===== src/rtl/core/hopf_oscillator_derivative_assert.svh =====
// Assertion macros shared by the Hopf oscillator derivative RTL.
`ifndef HOPF_OSCILLATOR_DERIVATIVE_ASSERT_SVH
`define HOPF_OSCILLATOR_DERIVATIVE_ASSERT_SVH
`ifndef SYNTH
`define HOD_ASSERT(label, clk, rst_n, ante, cons) \
  label: assert property (@(posedge clk) disable iff (!rst_n) (ante) |-> (cons)) \
    else $error("hopf oscillator derivative: same-cycle check failed");
`define HOD_ASSERT_NEXT(label, clk, rst_n, ante, cons) \
  label: assert property (@(posedge clk) disable iff (!rst_n) (ante) |=> (cons)) \
    else $error("hopf oscillator derivative: next-cycle check failed");
`else
`define HOD_ASSERT(label, clk, rst_n, ante, cons)
`define HOD_ASSERT_NEXT(label, clk, rst_n, ante, cons)
`endif
`endif


===== src/rtl/core/hod_pkg.sv =====
// Shared constants and register codes of the Hopf oscillator derivative.
`default_nettype none
package hod_pkg;
  localparam int unsigned HOD_WORD_WIDTH = 32;
  localparam int unsigned HOD_FRAC_BITS  = 16;
  localparam int unsigned HOD_STEPS      = 4;
  localparam int unsigned HOD_CFG_IDX_W  = 3;
  localparam int unsigned HOD_BANK_W     = 3;
  localparam int unsigned BANK_ALPHA     = 0;
  localparam int unsigned BANK_OMEGA     = 1;
  localparam int unsigned BANK_GAMMA     = 2;

  typedef enum logic [HOD_CFG_IDX_W-1:0] {
    CFG_ALPHA = 3'd0,
    CFG_OMEGA = 3'd1,
    CFG_GAMMA = 3'd2,
    CFG_SHIFT = 3'd3,
    CFG_BANK  = 3'd4
  } hod_cfg_idx_t;
endpackage
`default_nettype wire


===== src/rtl/core/hod_sqrt.sv =====
// Pipelined digit-by-digit square root of a fixed-point ratio, saturated to the word.
`default_nettype none
module hod_sqrt #(
  parameter int unsigned WORD_WIDTH = hod_pkg::HOD_WORD_WIDTH,
  parameter int unsigned FRAC_BITS  = hod_pkg::HOD_FRAC_BITS,
  parameter int unsigned STEPS      = hod_pkg::HOD_STEPS,
  parameter int unsigned SIDE_W     = 1
) (
  input  logic                  clk,
  input  logic                  rst_n,
  input  logic                  en,
  input  logic                  in_vld,
  input  logic [WORD_WIDTH-1:0] ratio,
  input  logic [SIDE_W-1:0]     in_side,
  output logic                  out_vld,
  output logic [WORD_WIDTH-1:0] root,
  output logic                  root_sat,
  output logic [SIDE_W-1:0]     out_side
);
  import hod_pkg::*;

  localparam int unsigned SB = (WORD_WIDTH + FRAC_BITS + 1) / 2;
  localparam int unsigned RB = 2 * SB;
  localparam int unsigned RW = SB + 2;
  localparam int unsigned NS = (SB + STEPS - 1) / STEPS;

  logic [NS-1:0]     vld_r;
  logic [RW-1:0]     rem_r  [NS];
  logic [SB-1:0]     y_r    [NS];
  logic [RB-1:0]     rad_r  [NS];
  logic [SIDE_W-1:0] side_r [NS];
  logic [RW-1:0]     rem_n  [NS];
  logic [SB-1:0]     y_n    [NS];
  logic [RB-1:0]     rad_n  [NS];
  logic [SIDE_W-1:0] side_n [NS];
  logic [NS-1:0]     vld_n;
  logic [RB-1:0]     rad0;

  assign rad0 = {{(RB-WORD_WIDTH){1'b0}}, ratio} << FRAC_BITS;

  for (genvar s = 0; s < NS; s++) begin : g_st
    logic [RW-1:0]     rem_i;
    logic [SB-1:0]     y_i;
    logic [RB-1:0]     rad_i;
    logic [SIDE_W-1:0] side_i;
    logic              vld_i;
    logic [RW-1:0]     rem_c;
    logic [SB-1:0]     y_c;
    logic [RB-1:0]     rad_c;
    logic [RW-1:0]     trial;

    if (s == 0) begin : g_first
      assign rem_i  = '0;
      assign y_i    = '0;
      assign rad_i  = rad0;
      assign side_i = in_side;
      assign vld_i  = in_vld;
    end else begin : g_next
      assign rem_i  = rem_r[s-1];
      assign y_i    = y_r[s-1];
      assign rad_i  = rad_r[s-1];
      assign side_i = side_r[s-1];
      assign vld_i  = vld_r[s-1];
    end

    // one root bit per step from the next pair of radicand bits
    always_comb begin
      rem_c = rem_i;
      y_c   = y_i;
      rad_c = rad_i;
      trial = '0;
      for (int k = 0; k < STEPS; k++) begin
        if (s * STEPS + k < SB) begin
          rem_c = {rem_c[RW-3:0], rad_c[RB-1:RB-2]};
          rad_c = {rad_c[RB-3:0], 2'b00};
          trial = {y_c, 2'b01};
          if (rem_c >= trial) begin
            rem_c = rem_c - trial;
            y_c   = {y_c[SB-2:0], 1'b1};
          end else begin
            y_c   = {y_c[SB-2:0], 1'b0};
          end
        end
      end
    end

    assign rem_n[s]  = rem_c;
    assign y_n[s]    = y_c;
    assign rad_n[s]  = rad_c;
    assign side_n[s] = side_i;
    assign vld_n[s]  = vld_i;
  end

  always_ff @(posedge clk) begin
    if (!rst_n) begin
      vld_r <= '0;
    end else if (en) begin
      vld_r <= vld_n;
    end
  end

  always_ff @(posedge clk) begin
    if (en) begin
      for (int s = 0; s < NS; s++) begin
        rem_r[s]  <= rem_n[s];
        y_r[s]    <= y_n[s];
        rad_r[s]  <= rad_n[s];
        side_r[s] <= side_n[s];
      end
    end
  end

  logic [SB+WORD_WIDTH-1:0] y_ext;
  logic [SB+WORD_WIDTH-1:0] max_ext;

  assign y_ext    = {{WORD_WIDTH{1'b0}}, y_r[NS-1]};
  assign max_ext  = {{(SB+1){1'b0}}, {(WORD_WIDTH-1){1'b1}}};
  assign root_sat = y_ext > max_ext;
  assign root     = root_sat ? max_ext[WORD_WIDTH-1:0] : y_ext[WORD_WIDTH-1:0];
  assign out_vld  = vld_r[NS-1];
  assign out_side = side_r[NS-1];
endmodule
`default_nettype wire

===== config.mk =====
export PLATFORM = sky130hd
export DESIGN_NAME = hod_sqrt
export DESIGN_NICKNAME = d
export VERILOG_FILES = /design/src/rtl/core/hopf_oscillator_derivative_assert.svh /design/src/rtl/core/hod_pkg.sv /design/src/rtl/core/hod_sqrt.sv
export SDC_FILE = /design/constraint.sdc
export NUM_CORES = 1
export LEC_CHECK = 0
export ABC_AREA = 1
export BUFFER_PORTS_ARGS = -buffer_cell sky130_fd_sc_hd__clkbuf_2
export CORE_MARGIN = 8
export CORE_UTILIZATION = 50
export CTS_CLUSTER_SIZE = 12
export DETAILED_ROUTE_END_ITERATION = 8
export PLACE_DENSITY = 0.66
export SYNTH_ARGS = -nofsm -noshare
export SYNTH_HDL_FRONTEND = slang
export SYNTH_SLANG_ARGS = --single-unit

===== constraint.sdc =====
create_clock -name clk -period 16.9 [get_ports clk]
set_clock_uncertainty 0.15 [all_clocks]
set_input_delay 2.535 -clock clk [delete_from_list [all_inputs] [get_ports clk]]
set_output_delay 2.535 -clock clk [all_outputs]
set_load 0.01 [all_outputs]

==> load_flow_metrics.sql, run 1 <==
INSERT INTO impl_metrics (metric_group, metric, value, unit) VALUES
('outcome', 'run_status', 'complete, no violations', ''),
('sta', 'timing.slew.headroom', '32.7', '%'),
('global_route', 'first_global_vias', '30797', ''),
('worst_setup_path', 'arrival_time_of_the_worst_setup_path', '12.88', 'ns'),
('die', 'core_area', '0.0668', 'mm2'),
('sta', 'fmax', '78.3', 'MHz'),
('logic_synthesis', 'synthArstFlopShare', '0', '%'),
('route', 'post_detailed_routing_wire_length', '102000', 'um'),
('global_route', 'grtUsageTotal', '26.3', '%'),
('placed_design', 'detailed_placement_hpwl', '83600', 'um'),
('cells_and_area', 'drive_gt1_share', '5.21', '%'),
('global_route', 'wire_length_of_the_first_global_routing_pass', '161000', 'um'),
('route', 'detail_route.iter0.violations', '2649', ''),
('clock_network', 'cts.clk_slew.worst_paths', '0.06', 'ns'),
('logic_synthesis', 'netlist-cell-type-count', '64', ''),
('sta', 'maxSlewViolCount', '0', ''),
('die', 'design.die.area', '0.0755', 'mm2'),
('worst_setup_path', 'timing.critical_path.slowest_cell_delay', '0.68', 'ns'),
('route', 'drt_pre_antenna_iters', '6', ''),
('cells_and_area', 'multi_input_area', '0.0225', 'mm2'),
('logic_synthesis', 'synth.avg_cell_area', '6.42', 'um2'),
('clock_network', 'clk_root_buffer_cell', 'sky130_fd_sc_hd__clkbuf_16', ''),
('logic_synthesis', 'synth_cells', '5220', ''),
('clock_network', 'post_cts_resized', '0', ''),
('global_route', 'largest_net_degree_at_the_start_of_global_routing', '77', ''),
('sta', 'report.final.hold_viol_count', '0', ''),
('cells_and_area', 'layout_common_cells', 'sky130_fd_sc_hd__nand2_1, sky130_fd_sc_hd__inv_1, sky130_fd_sc_hd__nor2_1', ''),
('clock_network', 'cts_hold_buf', '0', ''),
('global_route', 'globalRoute.totalOverflow', '0', ''),
('clock_network', 'cts_inserted_buffers', '35', ''),
('worst_setup_path', 'worst-endpoint-required', '17.00', 'ns'),
('logic_synthesis', 'synth-edff-count', '257', ''),
('die', 'fp.dieH', '275', 'um'),
('sta', 'setup_tns', '0', 'ns'),
('die', 'io_pins', '72', ''),
('clock_network', 'cts_setup_buffers', '0', ''),
('cells_and_area', 'syn2layout_area_growth', '6.37', '%'),
('placed_design', 'buffer_ports.inserted', '62', ''),
('sta', 'post-route-min-period', '12.78', 'ns'),
('route', 'drtAntennaViolNets', '0', ''),
('global_route', 'met2_track_utilization_from_global_routing', '42.9', '%'),
('job', 'cap_violations', '0', ''),
('global_route', 'grt_util_met3', '2.94', '%'),
('route', 'wl_per_cell', '16.5', 'um'),
('cells_and_area', 'antennaDiodeCount', '0', ''),
('clock_network', 'htree_levels', '2', ''),
('route', 'post-route-drc-count', '0', ''),
('sta', 'rsz0062_at_grt', 'no', ''),
('die', 'core.rowCount', '95', ''),
('worst_setup_path', 'critical_path.endpoint_type', 'flop', ''),
('clock_network', 'clk-insertion-delay-late', '0.56', 'ns'),
('logic_synthesis', 'ys_ff_latch', '263', ''),
('die', 'floorplan.initialDensity', '50.1', '%'),
('cells_and_area', 'register_area', '0.00784', 'mm2'),
('global_route', 'grt_antenna_before_repair', '1', ''),
('worst_setup_path', 'critical_path.startpoint_type', 'flop', ''),
('worst_setup_path', 'worst_path_most_repeated_cell', 'sky130_fd_sc_hd__nand2_1', ''),
('logic_synthesis', 'synth_flop_cell', 'sky130_fd_sc_hd__edfxtp_1', ''),
('route', 'viasPerCell', '5.45', ''),
('cells_and_area', 'mostFrequentLayoutCell', 'sky130_fd_sc_hd__nand2_1', ''),
('placed_design', 'routabilityCongestion', '0.977', ''),
('sta', 'max_slew.worst_pin.slew', '1.01', 'ns'),
('worst_setup_path', 'path_class', 'reg2reg', ''),
('clock_network', 'cts_tree', 'yes', ''),
('die', 'dieWidth', '275', 'um'),
('clock_network', 'buffer_levels_on_the_longest_clock_path', '3', ''),
('worst_setup_path', 'critical_path_peak_fanout', '32', ''),
('logic_synthesis', 'synth-warning-count', '0', ''),
('worst_setup_path', 'worst_path_max_delay_cell', 'sky130_fd_sc_hd__inv_1', ''),
('logic_synthesis', 'mappedNetlistArea', '0.0335', 'mm2'),
('sta', 'final.period_utilization', '75.6', '%'),
('clock_network', 'cts_sinks', '263', ''),
('cells_and_area', 'fillers', '6849', ''),
('sta', 'setup-violations-final', '0', ''),
('cells_and_area', 'finish.net_count', '5603', ''),
('global_route', 'grt_util_met1', '36.5', '%'),
('global_route', 'layer_carrying_the_most_global_route_usage', 'met2', ''),
('hold_path', 'min_path_type', 'reg2reg', ''),
('route', 'overall_via_count_from_detail_route', '33572', ''),
('logic_synthesis', 'synth-seq-area-share', '23.4', '%');
## routing by layer
metal	routed length (um)	part of all wire, %	up-vias
met5	0	0	-
met3	5920	5.8	153
li1	-	-	17283
met1	48000	47	15181
met2	44900	44	955
met4	2850	2.8	0
## worst max-delay path, delay by kind of cell (launching register included)
kind	cells	cell delay [ns]
DFF	1	0.38
adders and majority gates	5	1.69
buffers and inverters	9	2.23
AOI/OAI and AO/OA	19	3.46
and+or+nand+nor	36	4.53
## synth_stat cells (4+ instances only)
cell,count,area (um2)
sky130_fd_sc_hd__o21a_1,17,128
sky130_fd_sc_hd__nor4_1,15,93.8
sky130_fd_sc_hd__or2_2,17,106
sky130_fd_sc_hd__xor2_1,112,981
sky130_fd_sc_hd__nand2_2,31,194
sky130_fd_sc_hd__inv_1,714,2680
sky130_fd_sc_hd__inv_2,14,52.6
sky130_fd_sc_hd__nor2_2,25,156
sky130_fd_sc_hd__nand3b_1,33,248
sky130_fd_sc_hd__a21o_1,15,113
sky130_fd_sc_hd__buf_2,15,75.1
sky130_fd_sc_hd__a31oi_1,10,62.6
sky130_fd_sc_hd__o211ai_1,15,113
sky130_fd_sc_hd__a21oi_1,314,1570
sky130_fd_sc_hd__nand2_4,6,67.6
sky130_fd_sc_hd__nand2_1,1564,5870
sky130_fd_sc_hd__o21ai_2,7,61.3
sky130_fd_sc_hd__nor2_1,518,1940
sky130_fd_sc_hd__nor3_1,67,335
sky130_fd_sc_hd__o21ai_1,12,60.1
sky130_fd_sc_hd__o31ai_1,5,37.5
sky130_fd_sc_hd__edfxtp_1,257,7720
sky130_fd_sc_hd__o21bai_1,18,135
sky130_fd_sc_hd__o21ai_0,350,1750
sky130_fd_sc_hd__ha_1,305,3820
sky130_fd_sc_hd__dfxtp_1,6,120
sky130_fd_sc_hd__xnor2_1,127,1110
sky130_fd_sc_hd__nor2_4,14,158
sky130_fd_sc_hd__nand4_1,111,694
sky130_fd_sc_hd__and2_1,4,25.0
sky130_fd_sc_hd__a21boi_0,14,105
sky130_fd_sc_hd__clkbuf_1,32,120
sky130_fd_sc_hd__nor3_2,4,40.0
sky130_fd_sc_hd__buf_6,10,113
sky130_fd_sc_hd__nand3_2,19,190
sky130_fd_sc_hd__nand3_1,352,1760
sky130_fd_sc_hd__nand3_4,4,70.1
sky130_fd_sc_hd__buf_4,14,105
sky130_fd_sc_hd__a211oi_1,9,67.6
## state kept, by name, summed over array words and instances (netlist names)
signal and flops:
rem_r 119, side_r 6, rad_r 48, y_r 84, vld_r 6
## final cells by class
class                   count  share of cell area (%)
flip-flops and latches    263                    22.0
repair buffers             67                    1.00
well taps                 873                    3.07
inverters                 729                    7.68
multi-input cells        4162                    63.2
clock buffers              42                    2.65
clock inverters            20                   0.404
## metrics by stage
step           utilization [%]  setup slack, ns  instances  area, um2  hold WS, ns
2_1_floorplan                -             6.84       5229      33500        0.250
3_3_place_gp              51.7             4.61       6094      34500        0.251
3_5_place_dp              51.7             4.29       6094      34500        0.255
4_1_cts                   53.3             4.23       6156      35600        0.267
5_1_grt                   53.3             2.68       6156      35600        0.271
6_report                  53.3             4.12       6156      35600        0.266
## worst paths after layout
| check | slack [ns] | to | depth (start not counted) | from |
|---|---|---|---|---|
| worst max-delay path | 4.12 | rem_r[4][8] | 69 | y_r[3][0] |
| worst min-delay path | 0.27 | rad_r[2][34] | 0 | rad_r[1][26] |
| worst max register to register | 4.12 | rem_r[4][8] | 69 | y_r[3][0] |
| worst min register to register | 0.27 | rad_r[2][34] | 0 | rad_r[1][26] |
## kinds of logic (layout without fill, tap and decap cells)
logic type	Yosys count	count (layout)	share of synthesized area, %
AO/OA/AOI/OAI	809	809	13.2
XOR/XNOR	239	239	6.25
adder cells (fa/ha/maj)	308	308	11.6
buffers and inverters	804	858	9.48
flip-flops	263	263	23.4
other	2	11	0.0224
AND/OR/NAND/NOR	2795	2795	36.0
Power of run 1 is not shown: default switching activity piles up to over one toggle a cycle in this logic, so the estimate is an artifact.
==> inputs of run 2 (changes only) <==
Clock period 16.9 ns to 13.07 ns, I/O delays scaled along.
==> load_flow_metrics.sql, run 2 (synthesis gave the netlist of run 1 again) <==
INSERT INTO impl_metrics (metric_group, metric, value, unit) VALUES
('route', 'wl_per_cell', '16.2', 'um'),
('global_route', 'wire_length_of_the_first_global_routing_pass', '161000', 'um'),
('global_route', 'grt_antenna_before_repair', '1', ''),
('sta', 'setup_tns', '0', 'ns'),
('cells_and_area', 'final_area', '0.0358', 'mm2'),
('die', 'dieWidth', '275', 'um'),
('placed_design', 'detailed_placement_hpwl', '81800', 'um'),
('route', 'drtAntennaViolNets', '0', ''),
('sta', 'setup-violations-final', '0', ''),
('die', 'core.rowCount', '95', ''),
('pwr', 'max-vdd-ir-drop', '0.235', 'mV'),
('clock_network', 'cts_hold_buf', '0', ''),
('job', 'cap_violations', '0', ''),
('worst_setup_path', 'worst-endpoint-required', '13.23', 'ns'),
('route', 'viasPerCell', '5.44', ''),
('worst_setup_path', 'arrival_time_of_the_worst_setup_path', '11.81', 'ns'),
('global_route', 'largest_net_degree_at_the_start_of_global_routing', '157', ''),
('pwr', 'power.total', '10.7', 'mW'),
('worst_setup_path', 'timing.critical_path.slowest_cell_delay', '0.60', 'ns'),
('placed_design', 'buffer_ports.inserted', '62', ''),
('pwr', 'switching_power', '5.94', 'mW'),
('sta', 'finalHoldWorstSlack', '0.264', 'ns'),
('worst_setup_path', 'worst_path_most_repeated_cell', 'sky130_fd_sc_hd__nand2_1', ''),
('sta', 'rsz0062_at_grt', 'no', ''),
('clock_network', 'buffer_levels_on_the_longest_clock_path', '3', ''),
('cells_and_area', 'layout_top_registers', 'rem_r: 119 flops, y_r: 84 flops, rad_r: 48 flops', ''),
('clock_network', 'clk_root_buffer_cell', 'sky130_fd_sc_hd__clkbuf_16', ''),
('route', 'post_detailed_routing_wire_length', '99600', 'um'),
('sta', 'timing.slew.headroom', '32.3', '%'),
('sta', 'max_slew.worst_pin.slew', '1.02', 'ns'),
('hold_path', 'min_path_type', 'reg2reg', ''),
('pwr', 'power.share.clock', '9.2', '%'),
('pwr', 'p_leak', '17.3', 'nW'),
('die', 'io_pins', '72', ''),
('die', 'design.die.area', '0.0755', 'mm2'),
('pwr', 'pwr_density_cell', '299', 'mW/mm2'),
('worst_setup_path', 'critical_path_peak_fanout', '32', ''),
('global_route', 'first_global_vias', '30769', ''),
('outcome', 'run_status', 'complete, no violations', ''),
('cells_and_area', 'mostFrequentLayoutCell', 'sky130_fd_sc_hd__nand2_1', ''),
('die', 'fp.dieH', '275', 'um'),
('pwr', 'flop_pwr_share', '13.3', '%'),
('pwr', 'cell_internal_pwr', '4.76', 'mW'),
('pwr', 'power_frac_comb', '77.5', '%'),
('worst_setup_path', 'launching_point_of_the_worst_reg2reg_path', 'y_r[4][0]', ''),
('die', 'core_area', '0.0668', 'mm2'),
('pwr', 'fraction_of_power_spent_switching_nets', '55.5', '%'),
('cells_and_area', 'drive_gt1_share', '5.30', '%'),
('route', 'drt_pre_antenna_iters', '7', ''),
('cells_and_area', 'largest_register_ffs', '119', ''),
('clock_network', 'cts_setup_buffers', '0', ''),
('worst_setup_path', 'worst_path_max_delay_cell', 'sky130_fd_sc_hd__inv_1', ''),
('worst_setup_path', 'crit_start', 'y_r[4][0]', ''),
('placed_design', 'placed_area', '0.0346', 'mm2'),
('global_route', 'grtUsageTotal', '26.0', '%'),
('sta', 'report.final.hold_viol_count', '0', ''),
('route', 'post-route-drc-count', '0', ''),
('worst_setup_path', 'critical_path.endpoint_type', 'flop', ''),
('sta', 'setup_ws', '1.43', 'ns'),
('sta', 'post-route-min-period', '11.64', 'ns'),
('clock_network', 'clk-insertion-delay-late', '0.58', 'ns'),
('clock_network', 'cts_sinks', '263', ''),
('cells_and_area', 'layout_common_cells', 'sky130_fd_sc_hd__nand2_1, sky130_fd_sc_hd__inv_1, sky130_fd_sc_hd__nor2_1', ''),
('clock_network', 'htree_levels', '2', ''),
('route', 'detail_route.iter0.violations', '2739', ''),
('hold_path', 'hold_path_startpoint', 'side_r[1]', ''),
('worst_setup_path', 'critical_path.startpoint_type', 'flop', ''),
('cells_and_area', 'registers.top_by_ff_count', 'rem_r', ''),
('clock_network', 'post_cts_resized', '0', ''),
('cells_and_area', 'fillers', '6906', ''),
('placed_design', 'post_place_setup_slack', '1.53', 'ns'),
('clock_network', 'cts_inserted_buffers', '34', ''),
('global_route', 'globalRoute.totalOverflow', '0', ''),
('sta', 'final.period_utilization', '89.1', '%'),
('worst_setup_path', 'path_class', 'reg2reg', ''),
('cells_and_area', 'syn2layout_area_growth', '6.75', '%'),
('sta', 'fmax', '85.9', 'MHz'),
('cells_and_area', 'finish.net_count', '5607', ''),
('sta', 'maxSlewViolCount', '0', ''),
('clock_network', 'cts_tree', 'yes', ''),
('placed_design', 'routabilityCongestion', '0.964', ''),
('clock_network', 'cts.clk_slew.worst_paths', '0.07', 'ns'),
('die', 'floorplan.initialDensity', '50.1', '%'),
('route', 'overall_via_count_from_detail_route', '33498', '');
==> run 2: metrics by stage <==
step	utilization, %	std cells
2_1_floorplan	-	5229
3_3_place_gp	51.8	6099
3_5_place_dp	51.8	6099
4_1_cts	53.5	6158
5_1_grt	53.5	6158
6_report	53.5	6159
==> run 2: power groups by stage <==
stage / Clock, mW / Sequential, mW / Combinational, mW
4_1_cts: 1.02 / 1.42 / 8.21
5_1_grt: 1.05 / 1.44 / 9.41
6_report: 0.990 / 1.42 / 8.29
3_5_place_dp: 0 / 1.43 / 8.15
2_1_floorplan: 0 / 1.37 / 6.36
3_3_place_gp: 0 / 1.44 / 8.10
==> run 2: worst paths after layout <==
path | to | slack [ns] | depth (start not counted)
worst max-delay path | y_r[5][0] | 1.43 | 58
worst min-delay path | side_r[2] | 0.26 | 0
worst max register to register | y_r[5][0] | 1.43 | 58
worst min register to register | side_r[2] | 0.26 | 0
==> run 2: layout make-up <==
type	instances	area [um2]	area share, %
clock inverter	22	279	0.780
inverter	729	2740	7.65
tap	873	1090	3.05
multi-input combinational	4162	22500	63.0
antenna	1	2.50	0.00700
timing repair buffer	72	408	1.14
clock buffer	37	883	2.47
sequential	263	7840	21.9
==> run 2: critical path, delay by kind of cell, from the launching register on <==
| kind | cells | cell delay [ns] |
|---|---|---|
| AO/OA/AOI/OAI | 22 | 5.16 |
| adder cells (fa/ha/maj) | 5 | 1.48 |
| buffers and inverters | 8 | 2.01 |
| flip-flops | 1 | 0.37 |
| AND/OR/NAND/NOR | 23 | 2.19 |
==> run 2: metal layers <==
layer  routed length [um]  GRT usage [%]  part of all wire [%]
met5                    0              0                     0
met4                 2280           6.20                   2.3
met3                 5990           2.75                   6.0
met2                43200           41.6                    43
met1                48100           37.4                    48
Note: power is estimated with default switching activity, not from simulation.
